$ cat config.mk
export PLATFORM = sky130hd
export DESIGN_NAME = morse_character_keyer
export DESIGN_NICKNAME = d
export VERILOG_FILES = /design/src/hdl/mck_pkg.sv /design/src/hdl/mck_front.sv /design/src/hdl/mck_job_fifo.sv /design/src/hdl/mck_back.sv /design/src/hdl/morse_character_keyer.sv
export VERILOG_INCLUDE_DIRS = /design/src /design/src/hdl
export SDC_FILE = /design/constraint.sdc
export NUM_CORES = 1
export LEC_CHECK = 0
export ABC_AREA = 1
export BUFFER_PORTS_ARGS = -buffer_cell sky130_fd_sc_hd__buf_4
export CAP_MARGIN = 20
export CORE_MARGIN = 4
export CORE_UTILIZATION = 45
export CTS_CLUSTER_SIZE = 8
export DETAILED_ROUTE_END_ITERATION = 16
export PLACE_DENSITY = 0.68
export SLEW_MARGIN = 20
export SYNTH_ARGS = -nofsm -noshare
export SYNTH_HDL_FRONTEND = slang
export SYNTH_HIERARCHICAL = 1
export SYNTH_SLANG_ARGS = --single-unit
export TNS_END_PERCENT = 30
$ cat constraint.sdc
create_clock -name clk -period 3.6 [get_ports clk]
set_input_delay 0.54 -clock clk [delete_from_list [all_inputs] [get_ports clk]]
set_output_delay 0.54 -clock clk [all_outputs]
set_load 0.01 [all_outputs]
$ cat src/hdl/morse_character_keyer_macros.svh
// ----------------------------------------------------------------------------
// morse_character_keyer_macros.svh
// Assertion helpers used by the keyer back end (mck_back).
// ----------------------------------------------------------------------------
`ifndef MORSE_CHARACTER_KEYER_MACROS_SVH
`define MORSE_CHARACTER_KEYER_MACROS_SVH

// condition must never hold outside reset
`define MCK_ASSERT_NEVER(label, clk, rst, expr) \
  label: assert property (@(posedge clk) disable iff (rst) !(expr)) \
    else $error("keyer check failed: forbidden condition");

// same-cycle implication
`define MCK_ASSERT_IMPLIES(label, clk, rst, ante, cons) \
  label: assert property (@(posedge clk) disable iff (rst) (ante) |-> (cons)) \
    else $error("keyer check failed: implication");

// next-cycle implication
`define MCK_ASSERT_NEXT(label, clk, rst, ante, cons) \
  label: assert property (@(posedge clk) disable iff (rst) (ante) |=> (cons)) \
    else $error("keyer check failed: next-cycle implication");

`endif

$ cat src/hdl/mck_pkg.sv
// ----------------------------------------------------------------------------
// mck_pkg
// Shared types, constants and the Morse pattern table for the keyer.
// ----------------------------------------------------------------------------
package mck_pkg;

  localparam logic [13:0] DUR_MAX = 14'h3FFF;

  // configuration register indexes
  localparam logic [1:0] REG_DOT_MS        = 2'd0;
  localparam logic [1:0] REG_DASH_MS       = 2'd1;
  localparam logic [1:0] REG_CHAR_PAUSE_MS = 2'd2;

  localparam logic [10:0] DOT_MS_RST        = 11'd100;
  localparam logic [11:0] DASH_MS_RST       = 12'd300;
  localparam logic [13:0] CHAR_PAUSE_MS_RST = 14'd300;

  typedef struct packed {
    logic [10:0] dot_ms;
    logic [11:0] dash_ms;
    logic [13:0] char_pause_ms;
  } cfg_t;

  // what the back end has to send for one character
  typedef enum logic [1:0] {
    JOB_PAUSE,
    JOB_WORD_SPACE,
    JOB_PATTERN
  } job_kind_t;

  // pattern is left aligned: element i sits at bit 5-i, 1 = dash
  typedef struct packed {
    logic       known;
    logic [2:0] len;
    logic [5:0] pat;
  } morse_pat_t;

  typedef struct packed {
    job_kind_t  kind;
    logic [2:0] len;
    logic [5:0] pat;
  } job_t;

  // Morse lookup; lower case folded to upper case
  function automatic morse_pat_t morse_lookup(input logic [7:0] c);
    logic [7:0] uc;
    morse_pat_t r;
    uc = c;
    if (c >= 8'h61 && c <= 8'h7A) begin
      uc = c - 8'h20;
    end
    case (uc)
      8'h41: r = {1'b1, 3'd2, 6'b010000}; // A
      8'h42: r = {1'b1, 3'd4, 6'b100000}; // B
      8'h43: r = {1'b1, 3'd4, 6'b101000}; // C
      8'h44: r = {1'b1, 3'd3, 6'b100000}; // D
      8'h45: r = {1'b1, 3'd1, 6'b000000}; // E
      8'h46: r = {1'b1, 3'd4, 6'b001000}; // F
      8'h47: r = {1'b1, 3'd3, 6'b110000}; // G
      8'h48: r = {1'b1, 3'd4, 6'b000000}; // H
      8'h49: r = {1'b1, 3'd2, 6'b000000}; // I
      8'h4A: r = {1'b1, 3'd4, 6'b011100}; // J
      8'h4B: r = {1'b1, 3'd3, 6'b101000}; // K
      8'h4C: r = {1'b1, 3'd4, 6'b010000}; // L
      8'h4D: r = {1'b1, 3'd2, 6'b110000}; // M
      8'h4E: r = {1'b1, 3'd2, 6'b100000}; // N
      8'h4F: r = {1'b1, 3'd3, 6'b111000}; // O
      8'h50: r = {1'b1, 3'd4, 6'b011000}; // P
      8'h51: r = {1'b1, 3'd4, 6'b110100}; // Q
      8'h52: r = {1'b1, 3'd3, 6'b010000}; // R
      8'h53: r = {1'b1, 3'd3, 6'b000000}; // S
      8'h54: r = {1'b1, 3'd1, 6'b100000}; // T
      8'h55: r = {1'b1, 3'd3, 6'b001000}; // U
      8'h56: r = {1'b1, 3'd4, 6'b000100}; // V
      8'h57: r = {1'b1, 3'd3, 6'b011000}; // W
      8'h58: r = {1'b1, 3'd4, 6'b100100}; // X
      8'h59: r = {1'b1, 3'd4, 6'b101100}; // Y
      8'h5A: r = {1'b1, 3'd4, 6'b110000}; // Z
      8'h30: r = {1'b1, 3'd5, 6'b111110}; // 0
      8'h31: r = {1'b1, 3'd5, 6'b011110}; // 1
      8'h32: r = {1'b1, 3'd5, 6'b001110}; // 2
      8'h33: r = {1'b1, 3'd5, 6'b000110}; // 3
      8'h34: r = {1'b1, 3'd5, 6'b000010}; // 4
      8'h35: r = {1'b1, 3'd5, 6'b000000}; // 5
      8'h36: r = {1'b1, 3'd5, 6'b100000}; // 6
      8'h37: r = {1'b1, 3'd5, 6'b110000}; // 7
      8'h38: r = {1'b1, 3'd5, 6'b111000}; // 8
      8'h39: r = {1'b1, 3'd5, 6'b111100}; // 9
      8'h2E: r = {1'b1, 3'd6, 6'b010101}; // period
      8'h2C: r = {1'b1, 3'd6, 6'b110011}; // comma
      8'h3F: r = {1'b1, 3'd6, 6'b001100}; // question mark
      8'h2F: r = {1'b1, 3'd5, 6'b100100}; // slash
      8'h3D: r = {1'b1, 3'd5, 6'b100010}; // equals
      default: r = {1'b0, 3'd0, 6'b000000};
    endcase
    return r;
  endfunction

endpackage

$ cat src/hdl/mck_front.sv
// ----------------------------------------------------------------------------
// mck_front
// Classifies text bytes into keying jobs and tracks word-space state.
// ----------------------------------------------------------------------------
module mck_front (
  input  logic          clk,
  input  logic          rst,
  input  logic          push,
  input  logic [7:0]    char_code,
  input  logic          job_full,
  output logic          job_push,
  output mck_pkg::job_t job
);

  logic               gap_sent;
  logic               is_space;
  mck_pkg::morse_pat_t lk;

  // classification
  always_comb begin
    is_space = (char_code <= 8'h20) || (char_code >= 8'h7F);
    lk       = mck_pkg::morse_lookup(char_code);
    job.len  = lk.len;
    job.pat  = lk.pat;
    if (is_space) begin
      job.kind = gap_sent ? mck_pkg::JOB_PAUSE : mck_pkg::JOB_WORD_SPACE;
    end else if (lk.known) begin
      job.kind = mck_pkg::JOB_PATTERN;
    end else begin
      job.kind = mck_pkg::JOB_PAUSE;
    end
  end

  assign job_push = push && !job_full;

  // word-space tracking: set by a transferred space, cleared by a transferred known character
  always_ff @(posedge clk) begin
    if (rst) begin
      gap_sent <= 1'b0;
    end else if (job_push) begin
      if (is_space) begin
        gap_sent <= 1'b1;
      end else if (lk.known) begin
        gap_sent <= 1'b0;
      end
    end
  end

endmodule

$ cat src/hdl/mck_job_fifo.sv
// ----------------------------------------------------------------------------
// mck_job_fifo
// Two-entry queue of keying jobs between front and back end.
// ----------------------------------------------------------------------------
module mck_job_fifo (
  input  logic          clk,
  input  logic          rst,
  input  logic          wr_en,
  input  mck_pkg::job_t wr_job,
  output logic          full,
  input  logic          rd_en,
  output logic          rd_valid,
  output mck_pkg::job_t rd_job
);

  mck_pkg::job_t entries [2];
  logic          wr_ptr;
  logic          rd_ptr;
  logic [1:0]    count;

  assign full     = (count == 2'd2);
  assign rd_valid = (count != 2'd0);
  assign rd_job   = entries[rd_ptr];

  // storage
  always_ff @(posedge clk) begin
    if (wr_en) begin
      entries[wr_ptr] <= wr_job;
    end
  end

  // pointers and occupancy
  always_ff @(posedge clk) begin
    if (rst) begin
      wr_ptr <= 1'b0;
      rd_ptr <= 1'b0;
      count  <= 2'd0;
    end else begin
      if (wr_en) begin
        wr_ptr <= ~wr_ptr;
      end
      if (rd_en) begin
        rd_ptr <= ~rd_ptr;
      end
      if (wr_en && !rd_en) begin
        count <= count + 2'd1;
      end else if (rd_en && !wr_en) begin
        count <= count - 2'd1;
      end
    end
  end

endmodule

$ cat src/hdl/mck_back.sv
// ----------------------------------------------------------------------------
// mck_back
// Segment sequencer: expands one job into keying segments, one per cycle while the output is popped or empty.
// ----------------------------------------------------------------------------
`include "morse_character_keyer_macros.svh"

module mck_back (
  input  logic          clk,
  input  logic          rst,
  input  mck_pkg::cfg_t cfg,
  input  logic          job_avail,
  input  mck_pkg::job_t job_head,
  output logic          job_take,
  output logic          empty,
  input  logic          pop,
  output logic          tone_on,
  output logic [13:0]   duration_ms,
  output logic          last
);

  mck_pkg::job_t job;
  logic          job_valid;
  logic [3:0]    seg_idx;
  logic          out_valid;

  logic [3:0]    n_body;
  logic          pop_ok;
  logic          adv;
  logic          seg_last;
  logic          seg_tone;
  logic [13:0]   seg_dur;
  logic [14:0]   ws_sum;
  logic [13:0]   ws_dur;
  logic [2:0]    elem_idx;

  assign pop_ok = pop && out_valid;
  assign empty  = !out_valid;
  assign adv    = job_valid && (!out_valid || pop_ok);

  // segment count before the closing pause
  always_comb begin
    unique case (job.kind)
      mck_pkg::JOB_WORD_SPACE: n_body = 4'd1;
      mck_pkg::JOB_PATTERN:    n_body = {job.len, 1'b0} - 4'd1;
      default:                 n_body = 4'd0;
    endcase
  end

  // word-space silence, saturated
  assign ws_sum = {4'd0, cfg.dot_ms} + {1'b0, cfg.char_pause_ms};
  assign ws_dur = ws_sum[14] ? mck_pkg::DUR_MAX : ws_sum[13:0];

  // current segment
  always_comb begin
    elem_idx = seg_idx[3:1];
    seg_last = (seg_idx == n_body);
    seg_tone = 1'b0;
    seg_dur  = cfg.char_pause_ms;
    if (!seg_last) begin
      if (job.kind == mck_pkg::JOB_WORD_SPACE) begin
        seg_dur = ws_dur;
      end else if (seg_idx[0]) begin
        seg_dur = {3'd0, cfg.dot_ms};
      end else begin
        seg_tone = 1'b1;
        seg_dur  = job.pat[3'd5 - elem_idx] ? {2'd0, cfg.dash_ms} : {3'd0, cfg.dot_ms};
      end
    end
  end

  assign job_take = job_avail && (!job_valid || (adv && seg_last));

  // job register and step counter
  always_ff @(posedge clk) begin
    if (rst) begin
      job_valid <= 1'b0;
      seg_idx   <= 4'd0;
    end else if (job_take) begin
      job_valid <= 1'b1;
      seg_idx   <= 4'd0;
    end else if (adv) begin
      seg_idx <= seg_idx + 4'd1;
      if (seg_last) begin
        job_valid <= 1'b0;
      end
    end
  end

  always_ff @(posedge clk) begin
    if (job_take) begin
      job <= job_head;
    end
  end

  // output register
  always_ff @(posedge clk) begin
    if (rst) begin
      out_valid <= 1'b0;
    end else if (adv) begin
      out_valid <= 1'b1;
    end else if (pop_ok) begin
      out_valid <= 1'b0;
    end
  end

  always_ff @(posedge clk) begin
    if (adv) begin
      tone_on     <= seg_tone;
      duration_ms <= seg_dur;
      last        <= seg_last;
    end
  end

  `MCK_ASSERT_NEVER(a_idx_in_range, clk, rst, job_valid && (seg_idx > n_body))
  `MCK_ASSERT_NEXT(a_take_restarts, clk, rst, job_take, job_valid && (seg_idx == 4'd0))
  `MCK_ASSERT_NEXT(a_no_drop, clk, rst, out_valid && !pop, out_valid)
  `MCK_ASSERT_IMPLIES(a_take_when_free, clk, rst, job_take && job_valid, adv && seg_last)

endmodule

$ cat src/hdl/morse_character_keyer.sv
// A character passes through the job queue, the job register and the output register before its first segment shows.
// Throughput: one segment per cycle while segments are popped; a character is 1 to 12 segments,
// and the segment sequencer in the back end sets this rate.
// A two-entry job queue lets new characters be taken while segments are still sent.
// Reset (rst, synchronous) empties the queue and output, clears the word-space flag and
// loads dot 100 ms, dash 300 ms and character pause 300 ms.
// ----------------------------------------------------------------------------
// morse_character_keyer
// Text byte to Morse keying segments with Farnsworth character spacing.
// ----------------------------------------------------------------------------
module morse_character_keyer (
  input  logic        clk,
  input  logic        rst,
  input  logic        cfg_wr_en,
  input  logic [1:0]  cfg_index,
  input  logic [13:0] cfg_data,
  input  logic        push,
  output logic        full,
  input  logic [7:0]  char_code,
  output logic        empty,
  input  logic        pop,
  output logic        tone_on,
  output logic [13:0] duration_ms,
  output logic        last
);

  mck_pkg::cfg_t cfg;
  mck_pkg::job_t front_job;
  mck_pkg::job_t head_job;
  logic          job_push;
  logic          job_take;
  logic          job_avail;

  // configuration registers
  always_ff @(posedge clk) begin
    if (rst) begin
      cfg.dot_ms        <= mck_pkg::DOT_MS_RST;
      cfg.dash_ms       <= mck_pkg::DASH_MS_RST;
      cfg.char_pause_ms <= mck_pkg::CHAR_PAUSE_MS_RST;
    end else if (cfg_wr_en) begin
      case (cfg_index)
        mck_pkg::REG_DOT_MS:        cfg.dot_ms        <= cfg_data[10:0];
        mck_pkg::REG_DASH_MS:       cfg.dash_ms       <= cfg_data[11:0];
        mck_pkg::REG_CHAR_PAUSE_MS: cfg.char_pause_ms <= cfg_data;
        default: ;
      endcase
    end
  end

  mck_front u_front (
    .clk       (clk),
    .rst       (rst),
    .push      (push),
    .char_code (char_code),
    .job_full  (full),
    .job_push  (job_push),
    .job       (front_job)
  );

  mck_job_fifo u_fifo (
    .clk      (clk),
    .rst      (rst),
    .wr_en    (job_push),
    .wr_job   (front_job),
    .full     (full),
    .rd_en    (job_take),
    .rd_valid (job_avail),
    .rd_job   (head_job)
  );

  mck_back u_back (
    .clk         (clk),
    .rst         (rst),
    .cfg         (cfg),
    .job_avail   (job_avail),
    .job_head    (head_job),
    .job_take    (job_take),
    .empty       (empty),
    .pop         (pop),
    .tone_on     (tone_on),
    .duration_ms (duration_ms),
    .last        (last)
  );

endmodule

==> qor.yml <==
worst_setup_path:
  critPathBufInv: 5
  cp_max_fo: 13
  path_cells: "ha_1, inv_1, nand3_1, nand2_1, nand3_1, nor2_2, nand3_1, nand2_1, nand2_1, inv_1, inv_1, ha_1, inv_1, nand3_1, nand2_1, inv_1, nor2_1"
  worstSetupEndpointType: "flop"
  startpoint: "u_back/job[10]$_DFFE_PP_"
  crit_family: "simple AND/OR/NAND/NOR gates"
  critPathMaxStageDelay_ps: 390
  cp-start-kind: "flop"
  cp.required_ps: 3890
  path_class: "flop to flop"
  crit_slowest_cell: "edfxtp_1"
  cp.arrival_ps: 2860
  r2r_start: "u_back/job[10]$_DFFE_PP_"
  cp_common_cell: "inv_1"
synth:
  synthCells: 870
  ys_warn_count: 6
  yosys_most_used_dff: "edfxtp_1"
  synth_nets: 926
  synth_edf_count: 49
  synth-seq-area-share: 0.387
  synth_area_per_cell_sq_um: 7.28
  ys_ff_latch: 98
  synth_cell_types: 53
  synthesis.area_sq_um: 6340
  async_flop_share: 0
detailed_routing:
  drt_iter0_drc: 428
  route.detailed.drc: 0
  via_count: 5381
  wl_per_cell_um: 12.9
  drt_pass1_iterations: 5
  vias_per_cell: 4.93
  wirelength_um: 14100
  ant_nets: 0
clock_network:
  cts_resized: 0
  clk_pin_slew_worst_paths_ps: 70
  cts_max_level: 3
  postCtsSetupRepairBufs: 0
  cts.path.max_buffers: 2
  cts_hold_buffers: 0
  cts_sinks: 98
  root_buffer: "clkbuf_16"
  cts_made_buffers: 9
  cts_tree: "built"
  clk_latency_ps: 350
layout:
  diodes: 0
  area_growth_pct: 11.4
  fillers: 1383
  nets: 963
  final_util: 0.511
  layout-drive-gt1-share: 0.129
  finish.instance_area_sq_um: 7060
floorplan:
  placement_rows: 43
  dieArea_sq_um: 16000
  initial_core_util: 0.458
  die_w_um: 127
  ioPinCount: 47
  core_sq_um: 13800
  die_h_um: 127
placed_design:
  gp_congestion: 0.932
  pre_cts_slack_ps: 1030
  dpl.hpwl_um: 10600
  place.port_buffers: 46
  place_area_sq_um: 6750
sta:
  finalSetupViolCount: 0
  relSlewSlack: 0.379
  clock_skew_ps: 7.04
  drv_slew: 0
  tightest_slew_ps: 927
  setup_slack_ps: 1030
  setup_tns_ps: 0
  min_period_ps: 2570
  fmax_mhz: 389
  timing.final.crit_share: 0.714
  hold_viol: 0
  grt_setup_unrepaired: "no"
power_and_ir_drop:
  ir_worst_vdd_mv: 0.302
  clkPwrFrac: 0.226
  power.switching_uw: 1690
  seqPwrFrac: 0.376
  swShare: 0.383
  p_comb_frac: 0.399
  power_leakage_uw: 0.00341
  internal_power_uw: 2730
  power_uw: 4420
  pwr_density_cell_nw_per_um2: 626
global_routing:
  grt_usage: 0.180
  grt_pass1_wl_um: 23600
  grt.overflow.total: 0
  antenna_found_initial: 0
  grt_max_degree: 38
  grt_pass1_vias: 4829
outcome:
  status: "finished clean"
run:
  cap_violations: 0
min_path:
  worstHoldStart: "cfg_data[13]"
  min_path_type: "input pin to flop"
[stage by stage]
stage	hold slack, ps	instances
after global routing	425	1092
after detailed placement	449	1076
after floorplan	420	870
after global placement	443	1076
after CTS	407	1092
final	417	1092
[cell families (layout without fill, tap and decap cells)]
| kind of cell | Yosys count | in the layout | share of synthesized area |
|---|---|---|---|
| xor+xnor | 9 | 9 | 0.0124 |
| simple gates | 503 | 503 | 0.347 |
| flops | 98 | 98 | 0.387 |
| fa+ha+maj | 27 | 27 | 0.0545 |
| buf+inv | 151 | 193 | 0.106 |
| mux | 11 | 11 | 0.0255 |
| compound gates | 71 | 71 | 0.0681 |
[cells in the mapped netlist, types with 4 or more instances]
cell      instances  area (sq um)
a21oi_1          28           140
buf_4             6          45.0
buf_6             7          78.8
clkbuf_1          4          15.0
dfxtp_1          49           981
edfxtp_1         49          1470
ha_1             26           325
inv_1           117           439
inv_2             9          33.8
mux2_4           10           150
nand2_1         228           856
nand2_2           9          56.3
nand3_1          74           370
nand3b_1          5          37.5
nand4_1          17           106
nor2_1          142           533
nor3_1            7          35.0
o211ai_1          4          30.0
o21ai_0          16          80.1
o21ai_1           5          25.0
xor2_1            7          61.3
[final timing paths]
check,depth (start not counted),to,slack [ps]
setup / recovery,17,u_fifo/count[1]$_SDFFE_PP0P_,1030
hold reg to reg,2,cfg[16]$_SDFFE_PP1P_,460
hold / removal,3,cfg[13]$_SDFFE_PP0P_,420
setup reg to reg,17,u_fifo/count[1]$_SDFFE_PP0P_,1030
[layer usage]
layer,track usage,vias to the layer above,wire [um]
li1,-,2854,-
met5,0,-,0
met1,0.271,2382,7260
met4,0.0637,0,262
met2,0.258,126,5890
met3,0.0303,19,667
[worst min-delay path: stages]
cell,delay (ps)
buf_4,80
nor2_1,30
nor2_1,80
[layout by cell type, fill, tap and decap left out, types with 2 or more instances in the layout]
master / Yosys / layout
nand3_1: 74 / 74
a21oi_1: 28 / 28
xnor2_1: 2 / 2
nand4_1: 17 / 17
nor2_2: 3 / 3
inv_6: 1 / 4
inv_2: 9 / 9
edfxtp_1: 49 / 49
dfxtp_1: 49 / 49
nor3_1: 7 / 7
ha_1: 26 / 26
nand3_4: 2 / 2
nand3b_1: 5 / 5
or2_2: 3 / 3
inv_1: 117 / 117
nand2_2: 9 / 9
a31oi_1: 3 / 3
buf_4: 6 / 49
mux2_4: 10 / 10
a21oi_2: 3 / 3
o211ai_1: 4 / 4
nand2_8: 2 / 2
xor2_1: 7 / 7
o22ai_1: 2 / 2
nor2_1: 142 / 142
o21ai_0: 16 / 16
o21ai_1: 5 / 5
clkbuf_16: 0 / 9
and2_1: 3 / 3
nand2_4: 3 / 3
nand2_1: 228 / 228
[power by group through the flow]
stage / registers, uW / logic, uW / clock network (uW)
detailed placement: 1690 / 1760 / 0
CTS: 1670 / 1770 / 1020
finish: 1660 / 1760 / 996
global route: 1690 / 1990 / 1070
floorplan: 1680 / 1310 / 0
global placement: 1690 / 1750 / 0
[final cells by class]
cell class / count / area (sq um) / share of cell area
multi-input cells: 621 / 3220 / 0.456
flip-flops and latches: 98 / 2450 / 0.347
inverters: 128 / 488 / 0.0691
repair buffers: 49 / 368 / 0.0521
clock buffers: 9 / 225 / 0.0319
well taps: 180 / 225 / 0.0319
clock inverters: 7 / 85.1 / 0.0121
[sequential cells by signal, indices dropped and copies added (netlist names), named ones only]
signal              flops
u_fifo/rd_ptr           1
u_back/duration_ms     14
u_back/tone_on          1
u_back/job             11
u_front/gap_sent        1
u_back/job_valid        1
u_fifo/entries         22
u_fifo/wr_ptr           1
u_back/out_valid        1
cfg                    37
u_fifo/count            2
u_back/seg_idx          4
u_back/last             1
(Power assumes the default switching activity.)
